$ cat src/bmmd_pkg.sv
// ----------------------------------------------------------------------------
// bmmd_pkg: shared types and constants
// Region codes, controller kinds, internal store layout and the structs that
// travel between the decoder, the bank registers and the top level.
// ----------------------------------------------------------------------------
package bmmd_pkg;

  // Controller kind register codes; the unused code acts as no banking
  typedef enum logic [1:0] {
    KIND_NONE = 2'd0,
    KIND_MBC1 = 2'd1,
    KIND_MBC2 = 2'd2
  } kind_e;

  typedef enum logic [3:0] {
    REGION_ROM      = 4'd0,
    REGION_VRAM     = 4'd1,
    REGION_EXTRAM   = 4'd2,
    REGION_WORKRAM  = 4'd3,
    REGION_SPRITES  = 4'd4,
    REGION_HIGHRAM  = 4'd5,
    REGION_INT_EN   = 4'd6,
    REGION_IO       = 4'd7,
    REGION_UNUSABLE = 4'd8
  } region_e;

  // Bus command codes
  localparam logic CMD_READ  = 1'b0;
  localparam logic CMD_WRITE = 1'b1;

  // Controller register select, address bits 14:13 of a ROM-area write
  localparam logic [1:0] SEL_RAM_EN   = 2'd0;
  localparam logic [1:0] SEL_ROM_LOW  = 2'd1;
  localparam logic [1:0] SEL_ROM_HIGH = 2'd2;
  localparam logic [1:0] SEL_MODE     = 2'd3;

  localparam logic [3:0] RAM_EN_KEY = 4'hA;

  // Layout of the shared store; external RAM banks sit at the top
  localparam int WINDOW_BYTES = 8192;
  localparam int VRAM_BASE    = 0;
  localparam int WRAM_BASE    = 8192;
  localparam int OAM_BASE     = 16384;
  localparam int HRAM_BASE    = 16640;
  localparam int EXT_BASE     = 32768;

  localparam int ROM_BANK_W = 7;
  localparam int ROM_ADDR_W = 21;
  localparam int RAM_BANK_W = 2;

  // Bank register view used by the decoder
  typedef struct packed {
    logic [ROM_BANK_W-1:0] eff_bank;
    logic [RAM_BANK_W-1:0] ram_bank;
    logic                  ram_enabled;
    logic [7:0]            int_enable;
  } ctrl_state_t;

  // Decoded access, store address travels separately
  typedef struct packed {
    region_e               region;
    logic                  mem_en;
    logic                  mem_we;
    logic                  use_mem;
    logic [7:0]            fixed_data;
    logic [ROM_ADDR_W-1:0] rom_address;
  } dec_t;

endpackage

$ cat src/bmmd_decode.sv
// ----------------------------------------------------------------------------
// bmmd_decode: address map decoder
// Maps one bus access to its region, the shared store address, the fixed
// read byte and the physical ROM address.
// ----------------------------------------------------------------------------
module bmmd_decode #(
  parameter int AW            = 16,
  parameter int EXT_RAM_BANKS = 4
) (
  input  logic                  cmd_i,
  input  logic [15:0]           address_i,
  input  bmmd_pkg::ctrl_state_t ctrl_i,
  output bmmd_pkg::dec_t        dec_o,
  output logic [AW-1:0]         mem_addr_o
);

  logic [bmmd_pkg::RAM_BANK_W-1:0] ext_bank;
  logic                            rd;

  assign rd = (cmd_i == bmmd_pkg::CMD_READ);

  // bank number wrapped to the fitted banks; at most three subtract steps
  always_comb begin
    ext_bank = ctrl_i.ram_bank;
    for (int i = 0; i < 3; i++) begin
      if (int'(ext_bank) >= EXT_RAM_BANKS)
        ext_bank = ext_bank - bmmd_pkg::RAM_BANK_W'(EXT_RAM_BANKS);
    end
  end

  always_comb begin
    dec_o      = '0;
    mem_addr_o = '0;
    priority if (!address_i[15]) begin
      dec_o.region = bmmd_pkg::REGION_ROM;
      if (rd) begin
        dec_o.rom_address = address_i[14] ? {ctrl_i.eff_bank, address_i[13:0]}
                                          : {7'd0, address_i[13:0]};
      end
    end else if (address_i < 16'hA000) begin
      dec_o.region  = bmmd_pkg::REGION_VRAM;
      dec_o.mem_en  = 1'b1;
      dec_o.mem_we  = !rd;
      dec_o.use_mem = rd;
      mem_addr_o    = AW'(bmmd_pkg::VRAM_BASE) + AW'(address_i[12:0]);
    end else if (address_i < 16'hC000) begin
      dec_o.region = bmmd_pkg::REGION_EXTRAM;
      if (ctrl_i.ram_enabled) begin
        dec_o.mem_en  = 1'b1;
        dec_o.mem_we  = !rd;
        dec_o.use_mem = rd;
        mem_addr_o    = AW'(bmmd_pkg::EXT_BASE) + AW'({ext_bank, address_i[12:0]});
      end else if (rd) begin
        dec_o.fixed_data = 8'hFF;
      end
    end else if (address_i < 16'hFE00) begin
      // work RAM and its echo
      dec_o.region  = bmmd_pkg::REGION_WORKRAM;
      dec_o.mem_en  = 1'b1;
      dec_o.mem_we  = !rd;
      dec_o.use_mem = rd;
      mem_addr_o    = AW'(bmmd_pkg::WRAM_BASE) + AW'(address_i[12:0]);
    end else if (address_i < 16'hFEA0) begin
      dec_o.region  = bmmd_pkg::REGION_SPRITES;
      dec_o.mem_en  = 1'b1;
      dec_o.mem_we  = !rd;
      dec_o.use_mem = rd;
      mem_addr_o    = AW'(bmmd_pkg::OAM_BASE) + AW'(address_i[7:0]);
    end else if (address_i < 16'hFF00) begin
      dec_o.region = bmmd_pkg::REGION_UNUSABLE;
    end else if (address_i < 16'hFF80) begin
      dec_o.region = bmmd_pkg::REGION_IO;
    end else if (address_i != 16'hFFFF) begin
      dec_o.region  = bmmd_pkg::REGION_HIGHRAM;
      dec_o.mem_en  = 1'b1;
      dec_o.mem_we  = !rd;
      dec_o.use_mem = rd;
      mem_addr_o    = AW'(bmmd_pkg::HRAM_BASE) + AW'(address_i[6:0]);
    end else begin
      dec_o.region = bmmd_pkg::REGION_INT_EN;
      if (rd) dec_o.fixed_data = ctrl_i.int_enable;
    end
  end

endmodule

$ cat config.mk
export PLATFORM = sky130hd
export DESIGN_NAME = bmmd_decode
export DESIGN_NICKNAME = d
export VERILOG_FILES = /design/src/bmmd_pkg.sv /design/src/bmmd_decode.sv
export SDC_FILE = /design/constraint.sdc
export NUM_CORES = 1
export LEC_CHECK = 0
export BUFFER_PORTS_ARGS = -buffer_cell sky130_fd_sc_hd__buf_2
export CORE_MARGIN = 2
export CORE_UTILIZATION = 31
export DETAILED_ROUTE_END_ITERATION = 7
export GPL_TIMING_DRIVEN = 0
export PLACE_DENSITY_LB_ADDON = 0.2
export SLEW_MARGIN = 0
export SYNTH_ARGS = -nofsm -noshare
export SYNTH_HDL_FRONTEND = slang
export SYNTH_SLANG_ARGS = --single-unit
$ cat constraint.sdc
create_clock -name vclk -period 1.25
set_input_delay 0.125 -clock vclk [all_inputs]
set_output_delay 0.125 -clock vclk [all_outputs]
set_load 0.005 [all_outputs]
==> qor.txt <==
Status: finished with violations
Failing checks: setup timing
Final instance area: 1360 sq um
Dpl hpwl: 2055 um
ANT cells: 0
Min-delay src: address_i[1]
Worst Hold Depth: 3
Sequential cell count: 0
Avg Vias per Cell: 5.113
PD cells: 287.0 nW/um^2
Antenna violations before repair: 0
Synth Area in Simple Gates: 68.99%
Final WL: 3034 um
Sequential-to-total area share from yosys stat: 0%
Max capacitance violation total: 0
Worst slack, placed: -0.1754 ns
Initial Util: 33.62%
Post-synth top cells: 25 x and2_1, 17 x nor2_1, 8 x a31oi_1, 8 x and3_1, 5 x nand2_1
Count of different cell masters after synthesis: 26
RSZ-0062 raised after global routing: yes
Maximum VDD drop: 0.1861 mV
Avg Cell Area, Syn: 6.114 sq um
Period utilization: 115.5%
Fin. Hold Viols: 0
Sequential Area: 0 sq um
# port buffers: 86
Vias in the first global route: 824
Drt drc: 0
Synth warn: 0
Core box area: 1764 sq um
Global route overflow: 0
Vias: 1130
Syn Nets: 132
Synth Area in Compound Gates: 27.22%
Largest family of logic cells by synthesized area: simple AND/OR/NAND/NOR gates
Worst Tran Pin Value: 0.3993 ns
Fin worst setup slack: -0.1940 ns
Worst Hold Path EP: mem_addr_o[1]
CP arrival: 1.32 ns
Switching Fraction: 48.06%
Slew HR: 73.35%
DIE AREA: 2279 sq um
Routability cong.: 0.8862
Cell-internal power: 202.7 uW
Final setup violation count: 23
Hold-fix buffers, CTS: 0
Critical Path End Type: output pin
First-pass GRT wire length: 3739 um
Hold crit path type: in2out
I/O pin cnt: 87
Cell Area, Synth: 593.1 sq um
ANT nets after route: 0
Post-Synth Adder-Cell Area: 0%
Most frequent cell after synthesis: and2_1
Die Y: 47.74 um
Post-synthesis mux area share: 0%
Static Leakage: 0.0007591 uW
Number of clock buffers in the layout: 0
# rows: 15
Worst Setup Start Kind: primary input
Combinational Power Share: 100.0%
XOR/XNOR Fraction of Synth Area: 0%
GRT Total Usage: 21.98%
Psw: 187.6 uW
Power after layout: 390.3 uW
Share of post-route cells with drive strength above 1: 63.27%
Worst EP required: 1.12 ns
Final net count: 233
WL/cell: 13.73 um
First-pass detailed-route iteration total: 4
Fmax: 692.5 MHz
Slew Limit Fails: 0
Top cells by area, synth: and2_1 26%, nor2_1 11%, a31oi_1 8.4%
Crit Path Category: in2out
Final min period: 1.444 ns
Crit-path max FO: 3
Layout area overhead: 129.3%
Iter 0 DRT Violations: 32
Clock network fraction of design power: 0%
Chip Width: 47.74 um
Largest net degree at the start of global routing: 11
Cell taking the most area after synthesis: and2_1
Cell area after placement: 1055 sq um
Register share of total power: 0%
Hold slack: 0.5176 ns
Synthesized instance count: 97
Top cell type's share of synthesized area: 26.37%
cell type report:
| class | instances | area [sq um] |
|---|---|---|
| Multi-Input combinational cell | 93 | 696.9 |
| Timing Repair Buffer | 98 | 606.8 |
| Fill cell | 139 | 404.1 |
| Tap cell | 25 | 31.28 |
| Buffer | 4 | 21.27 |
| Inverter | 1 | 3.754 |
power groups by stage:
stage,clock network [uW],logic [uW],registers (uW)
4_1_cts,0,341,0
3_3_place_gp,0,278,0
5_1_grt,0,422,0
6_report,0,390,0
2_1_floorplan,0,134,0
3_5_place_dp,0,286,0
how the worst max path moves through the flow:
| stage | start | to | depth (start not counted) |
|---|---|---|---|
| after CTS | address_i[3] | dec_o[21] | 7 |
| after detailed placement | address_i[6] | dec_o[21] | 6 |
| final | address_i[1] | mem_addr_o[14] | 7 |
| after global routing | address_i[1] | mem_addr_o[14] | 7 |
| after floorplan | address_i[15] | dec_o[21] | 5 |
| after global placement | address_i[6] | dec_o[29] | 6 |
layer usage:
metal	vias to the layer above	wire [um]	global-route usage, %
met3	4	296	0.7547
met5	-	0	0
li1	554	-	-
met1	505	1136	26.89
met4	0	25	1.081
met2	67	1576	43.73
logic make-up (layout without fill, tap and decap cells):
kind of cell    after synthesis  count (layout)
compound gates               21              22
buf+inv                       5             103
simple gates                 71              71
timing repair:
item / in CTS / in global routing
endpoints found under the hold margin: 0 / 0
pin swaps: 35 / 15
buffers inserted: 7 / 5
endpoints found under the setup margin: 23 / 29
cloned: 1 / 0
gates resized for setup: 27 / 17
worst max-delay path, stage by stage:
cell	delay [ns]
buf_6	0.07
nand4_1	0.22
buf_4	0.22
o211ai_1	0.29
and3_1	0.23
a211oi_2	0.04
buf_2	0.13
placed cells by master, fill, tap and decap left out, types with 2 or more instances in the layout:
| cell type | instances |
|---|---|
| buf_2 | 76 |
| and2_1 | 23 |
| nor2_1 | 13 |
| buf_4 | 11 |
| buf_6 | 9 |
| and3_1 | 8 |
| a31oi_1 | 7 |
| o21ai_4 | 4 |
| nand2_1 | 4 |
| nor3_1 | 4 |
| nand4_1 | 3 |
| a21oi_1 | 3 |
| clkbuf_2 | 2 |
| nand3_1 | 2 |
| nor2_4 | 2 |
| and2_4 | 2 |
| o22ai_4 | 2 |
| nor2_2 | 2 |
| buf_8 | 2 |
stage by stage:
stage	cells	setup TNS, ns	utilization, %
finish	221	-2.619	77.09
detailed placement	208	-3.348	59.79
global placement	208	-2.896	59.79
global route	221	-4.120	77.09
CTS	216	-0.9782	70.28
floorplan	97	0	-
(Power assumes the default switching activity.)
