**config.mk**
```make
export PLATFORM = sky130hd
export DESIGN_NAME = bmmd_bank_regs
export DESIGN_NICKNAME = d
export VERILOG_FILES = /design/src/bmmd_pkg.sv /design/src/bmmd_bank_regs.sv
export SDC_FILE = /design/constraint.sdc
export NUM_CORES = 1
export LEC_CHECK = 0
export BUFFER_PORTS_ARGS = -buffer_cell sky130_fd_sc_hd__buf_2
export CAP_MARGIN = 20
export CORE_MARGIN = 4
export CORE_UTILIZATION = 40
export CTS_CLUSTER_DIAMETER = 50
export DETAILED_ROUTE_END_ITERATION = 16
export PLACE_DENSITY = 0.74
export SYNTH_ARGS = -nofsm -noshare
export SYNTH_HDL_FRONTEND = slang
export SYNTH_SLANG_ARGS = --single-unit
```
**constraint.sdc**
```tcl
create_clock -name clk_i -period 3.31 [get_ports clk_i]
set_input_delay 0.331 -clock clk_i [delete_from_list [all_inputs] [get_ports clk_i]]
set_output_delay 0.331 -clock clk_i [all_outputs]
set_load 0.005 [all_outputs]
```
**src/bmmd_pkg.sv**
```systemverilog
// ----------------------------------------------------------------------------
// bmmd_pkg: shared types and constants
// Region codes, controller kinds, internal store layout and the structs that
// travel between the decoder, the bank registers and the top level.
// ----------------------------------------------------------------------------
package bmmd_pkg;

  // Controller kind register codes; the unused code acts as no banking
  typedef enum logic [1:0] {
    KIND_NONE = 2'd0,
    KIND_MBC1 = 2'd1,
    KIND_MBC2 = 2'd2
  } kind_e;

  typedef enum logic [3:0] {
    REGION_ROM      = 4'd0,
    REGION_VRAM     = 4'd1,
    REGION_EXTRAM   = 4'd2,
    REGION_WORKRAM  = 4'd3,
    REGION_SPRITES  = 4'd4,
    REGION_HIGHRAM  = 4'd5,
    REGION_INT_EN   = 4'd6,
    REGION_IO       = 4'd7,
    REGION_UNUSABLE = 4'd8
  } region_e;

  // Bus command codes
  localparam logic CMD_READ  = 1'b0;
  localparam logic CMD_WRITE = 1'b1;

  // Controller register select, address bits 14:13 of a ROM-area write
  localparam logic [1:0] SEL_RAM_EN   = 2'd0;
  localparam logic [1:0] SEL_ROM_LOW  = 2'd1;
  localparam logic [1:0] SEL_ROM_HIGH = 2'd2;
  localparam logic [1:0] SEL_MODE     = 2'd3;

  localparam logic [3:0] RAM_EN_KEY = 4'hA;

  // Layout of the shared store; external RAM banks sit at the top
  localparam int WINDOW_BYTES = 8192;
  localparam int VRAM_BASE    = 0;
  localparam int WRAM_BASE    = 8192;
  localparam int OAM_BASE     = 16384;
  localparam int HRAM_BASE    = 16640;
  localparam int EXT_BASE     = 32768;

  localparam int ROM_BANK_W = 7;
  localparam int ROM_ADDR_W = 21;
  localparam int RAM_BANK_W = 2;

  // Bank register view used by the decoder
  typedef struct packed {
    logic [ROM_BANK_W-1:0] eff_bank;
    logic [RAM_BANK_W-1:0] ram_bank;
    logic                  ram_enabled;
    logic [7:0]            int_enable;
  } ctrl_state_t;

  // Decoded access, store address travels separately
  typedef struct packed {
    region_e               region;
    logic                  mem_en;
    logic                  mem_we;
    logic                  use_mem;
    logic [7:0]            fixed_data;
    logic [ROM_ADDR_W-1:0] rom_address;
  } dec_t;

endpackage

```
**src/bmmd_bank_regs.sv**
```systemverilog
// ----------------------------------------------------------------------------
// bmmd_bank_regs: cartridge controller registers
// Controller kind, ROM and RAM bank, RAM enable, banking mode and interrupt
// enable; computes the effective ROM bank.
// ----------------------------------------------------------------------------
module bmmd_bank_regs (
  input  logic                  clk_i,
  input  logic                  rst_ni,
  input  logic                  cfg_we_i,
  input  logic [1:0]            cfg_wdata_i,
  input  logic                  wr_en_i,
  input  logic [15:0]           address_i,
  input  logic [7:0]            write_data_i,
  output bmmd_pkg::ctrl_state_t ctrl_o
);

  logic [1:0]                      kind_q;
  logic [bmmd_pkg::ROM_BANK_W-1:0] rom_bank_q, rom_bank_d;
  logic [bmmd_pkg::RAM_BANK_W-1:0] ram_bank_q, ram_bank_d;
  logic                            ram_en_q, ram_en_d;
  logic                            mode_q, mode_d;
  logic [7:0]                      ie_q, ie_d;
  logic [1:0]                      sel;
  logic                            key_ok;

  assign sel    = address_i[14:13];
  assign key_ok = (write_data_i[3:0] == bmmd_pkg::RAM_EN_KEY);

  always_comb begin
    rom_bank_d = rom_bank_q;
    ram_bank_d = ram_bank_q;
    ram_en_d   = ram_en_q;
    mode_d     = mode_q;
    ie_d       = ie_q;
    if (wr_en_i && !address_i[15]) begin
      unique case (kind_q)
        bmmd_pkg::KIND_MBC1: begin
          unique case (sel)
            bmmd_pkg::SEL_RAM_EN:  ram_en_d = key_ok;
            bmmd_pkg::SEL_ROM_LOW: rom_bank_d = {rom_bank_q[6:5], write_data_i[4:0]};
            bmmd_pkg::SEL_ROM_HIGH: begin
              if (mode_q) ram_bank_d = write_data_i[1:0];
              else        rom_bank_d = {write_data_i[1:0], rom_bank_q[4:0]};
            end
            default: mode_d = write_data_i[0];
          endcase
        end
        bmmd_pkg::KIND_MBC2: begin
          // RAM enable only decodes with address bit 8 low
          if (sel == bmmd_pkg::SEL_RAM_EN && !address_i[8]) ram_en_d = key_ok;
          if (sel == bmmd_pkg::SEL_ROM_LOW) rom_bank_d = {3'b000, write_data_i[3:0]};
        end
        default: ;
      endcase
    end
    if (wr_en_i && (address_i == 16'hFFFF)) ie_d = write_data_i;
  end

  always_ff @(posedge clk_i or negedge rst_ni) begin
    if (!rst_ni) begin
      kind_q     <= 2'd0;
      rom_bank_q <= '0;
      ram_bank_q <= '0;
      ram_en_q   <= 1'b0;
      mode_q     <= 1'b0;
      ie_q       <= '0;
    end else begin
      if (cfg_we_i) kind_q <= cfg_wdata_i;
      rom_bank_q <= rom_bank_d;
      ram_bank_q <= ram_bank_d;
      ram_en_q   <= ram_en_d;
      mode_q     <= mode_d;
      ie_q       <= ie_d;
    end
  end

  // bank 0 in the low bits reads as bank 1
  always_comb begin
    ctrl_o.ram_bank    = ram_bank_q;
    ctrl_o.ram_enabled = ram_en_q;
    ctrl_o.int_enable  = ie_q;
    unique case (kind_q)
      bmmd_pkg::KIND_MBC1:
        ctrl_o.eff_bank = (rom_bank_q[4:0] == 5'd0) ? {rom_bank_q[6:5], 5'd1} : rom_bank_q;
      bmmd_pkg::KIND_MBC2:
        ctrl_o.eff_bank = (rom_bank_q[3:0] == 4'd0) ? 7'd1 : {3'b000, rom_bank_q[3:0]};
      default:
        ctrl_o.eff_bank = 7'd1;
    endcase
  end

endmodule

```
==> impl_metrics.toml <==
[global_route]
gr-total-overflow = 0
grt_util_met3 = 0.03486
grt_use_met2 = 0.2683
grt-busiest-layer = "met2"
grt_pass1_wl_mm = 4.340
antenna_found_initial = 0
globalRouteMet1Util = 0.2025
grt_pass1_vias = 978
grt_max_degree = 22
grt_use_total = 0.1597

[detailed_routing]
wl_per_cell_um = 14.45
vias = 942
drt_wl_total_mm = 2.528
vias_per_cell = 5.383
firstDrtPassIters = 5
final_antenna_net_count = 0
drt_iter0_drc = 36
drc = 0

[yosys]
syn_nets = 129
post_synth.cell_area_avg_um2 = 10.81
synth.distinct_cells = 30
synth.most_common_cell = "dfrtp_1"
synth-edff-count = 0
synth_ff_type = "dfrtp_1"
synth-async-reset-ratio = 1.000
ys_seq_area_frac = 0.5012
synth_area_leaders = "dfrtp_1, mux2_2, nand2_1"
yosysWarnings = 0
syn_inst = 97
synth_common_cells = "dfrtp_1, nand2_1, mux2_2"
synth_area_leader_cell = "dfrtp_1"
synth_top_area_share = 0.5012
synth-seq-cells = 21
syn_area_mm2 = 0.001049

[cts]
clkTransAtPathRegs_ns = 0.12
cts_resized = 0
cts_tree = "built"
cts.sink_count = 21
htreeDepth = 1
clockBufferDepth = 2
cts.root.buffer_cell = "clkbuf_4"
numCtsBuffers = 3
clk_latency_ns = 0.30

[power]
p_leak_nw = 0.7364
irDropWorstVdd_mv = 0.2880
p_total_mw = 0.5328
power_density_mw_per_mm2 = 399.4

[critical_path]
worst_r2r_startpoint = "kind_q[1]"
critical-path-max-stage-delay_ns = 0.41
arrival_ns = 1.71
cp-end-kind = "output port"
start_kind = "flop"
worstPathCellList = "inv_1 > ha_1 > nor2_1 > o21bai_1 > buf_2"
critical-path-top-delay-family = "simple AND/OR/NAND/NOR gates"
required_ns = 2.98
critical_path.startpoint = "kind_q[1]"
crit_type = "reg -> out"
path_buf_inv = 2
cpMaxStageDelayCell = "nor2_1"
worstPathMaxFanout = 11

[cells_and_area]
nets = 178
syn2layout_area_growth_pct = 27.21
num_antenna_cells = 0
drive_gt1_frac = 0.4414

[sta]
slew-limit-headroom = 0.6865
rsz0062_at_grt = "false"
period_share = 0.6163
worstMarginPinSlew_ns = 0.4703
finalHoldViolations = 0
max_freq_mhz = 490.2
finalCriticalPeriod_ns = 2.040
setup_tns_ns = 0
maxSlewViolCount = 0
fin_worst_skew_ns = 0.004198
setup_viol = 0

[worst_hold_path]
worstHoldPathType = "in -> reg"
min_from = "cfg_wdata_i[1]"

[place]
gp_congestion = 0.8465
dp_hpwl_mm = 2.012
io_buffer_count = 47

[floorplanning]
rows = 18
die_h_um = 59.20
core_mm2 = 0.002500
fp.dieW_um = 59.20
die_area_mm2 = 0.003505
initial_core_util = 0.4194
boundaryPins = 48

[status]
status = "completed"

[job]
drv_cap = 0
[flip-flops by register name, summed over array words and instances (netlist names)]
signal	cells
kind_q	2
mode_q	1
ie_q	8
ram_bank_q	2
rom_bank_q	7
ram_en_q	1
[what timing repair did]
| action | CTS | global route |
|---|---|---|
| endpoints found under the hold margin | 21 | 0 |
| hold buffers | 1 | 0 |
| buffers inserted | 0 | 0 |
[stage by stage]
step / util / setup WS, ns / hold WS [ns] / cell area, um^2 / cells
floorplan: - / 1.726 / 0.03541 / 1049 / 97
global placement: 0.5185 / 1.667 / 0.3010 / 1296 / 170
detailed placement: 0.5185 / 1.588 / 0.3118 / 1296 / 170
CTS: 0.5335 / 1.281 / 0.2369 / 1334 / 175
global route: 0.5335 / 1.105 / 0.2422 / 1334 / 175
finish: 0.5335 / 1.270 / 0.2392 / 1334 / 175
[worst reg2reg max path: stages, from the launching register on]
cell      delay [ns]
dfrtp_1         0.37
inv_1           0.06
ha_1            0.30
nor2_1          0.41
and4bb_2        0.34
nand3_1         0.10
nand2_1         0.06
[cell type report]
| class | instances | area [um^2] |
|---|---|---|
| flip-flops and latches | 21 | 525.5 |
| clock buffers | 3 | 22.52 |
| well taps | 30 | 37.54 |
| inverters | 2 | 7.507 |
| clock inverters | 1 | 5.005 |
| fillers | 224 | 1166 |
| repair buffers | 48 | 245.2 |
| multi-input cells | 70 | 490.5 |
[layout by cell type (no fill, tap or decap)]
cell           count
nand4_1            3
o31ai_1            1
a21o_1             1
nor2_1             3
nand4_2            1
and4_1             1
a22o_1             2
dlygate4sd3_1      1
o22ai_1            1
buf_2             47
o21bai_1           1
nor2b_1            1
a21oi_1            1
nor3b_1            5
and2_1             3
nand2_1           13
inv_1              2
clkinv_2           1
mux2_2            11
clkbuf_4           3
nand3_1            8
o21ai_0            3
nand3b_1           1
ha_1               2
dfrtp_1           21
and2b_1            1
nor3_1             2
nand4bb_1          1
and4bb_2           1
nand2b_1           1
or3b_1             1
o221ai_1           1
[cell families (layout without fill, tap and decap cells)]
| logic type | after synthesis | in the layout | share of synthesized area |
|---|---|---|---|
| adders and majority gates | 2 | 2 | 0.02386 |
| DFF | 21 | 21 | 0.5012 |
| and+or+nand+nor | 46 | 46 | 0.2542 |
| muxes | 11 | 11 | 0.1181 |
| buffers and inverters | 6 | 54 | 0.03103 |
| AOI/OAI and AO/OA | 11 | 11 | 0.07161 |
[power by group]
| part | leakage (nW) | switching [mW] | internal, mW | total, mW |
|---|---|---|---|---|
| clock | 0.0177 | 0.0767 | 0.0451 | 0.122 |
| sequential | 0.282 | 0.0169 | 0.284 | 0.301 |
| combinational | 0.437 | 0.0557 | 0.0544 | 0.110 |
| total | 0.736 | 0.149 | 0.384 | 0.533 |
[metal layers]
metal	up-vias	share of wire
met1	454	0.40
met2	41	0.52
met5	-	0
li1	443	-
met4	0	0.015
met3	4	0.066
[final timing paths]
path | endpoint | cells past startpoint | slack, ns
setup / recovery | ctrl_o[11] | 5 | 1.27
hold / removal | kind_q[1] | 3 | 0.24
setup reg to reg | rom_bank_q[1] | 6 | 1.57
hold reg to reg | rom_bank_q[0] | 2 | 0.49
max in group asynchronous | rom_bank_q[3] | 2 | 2.48
min in group asynchronous | ie_q[0] | 2 | 0.51
Note: power is estimated with default switching activity, not from simulation.
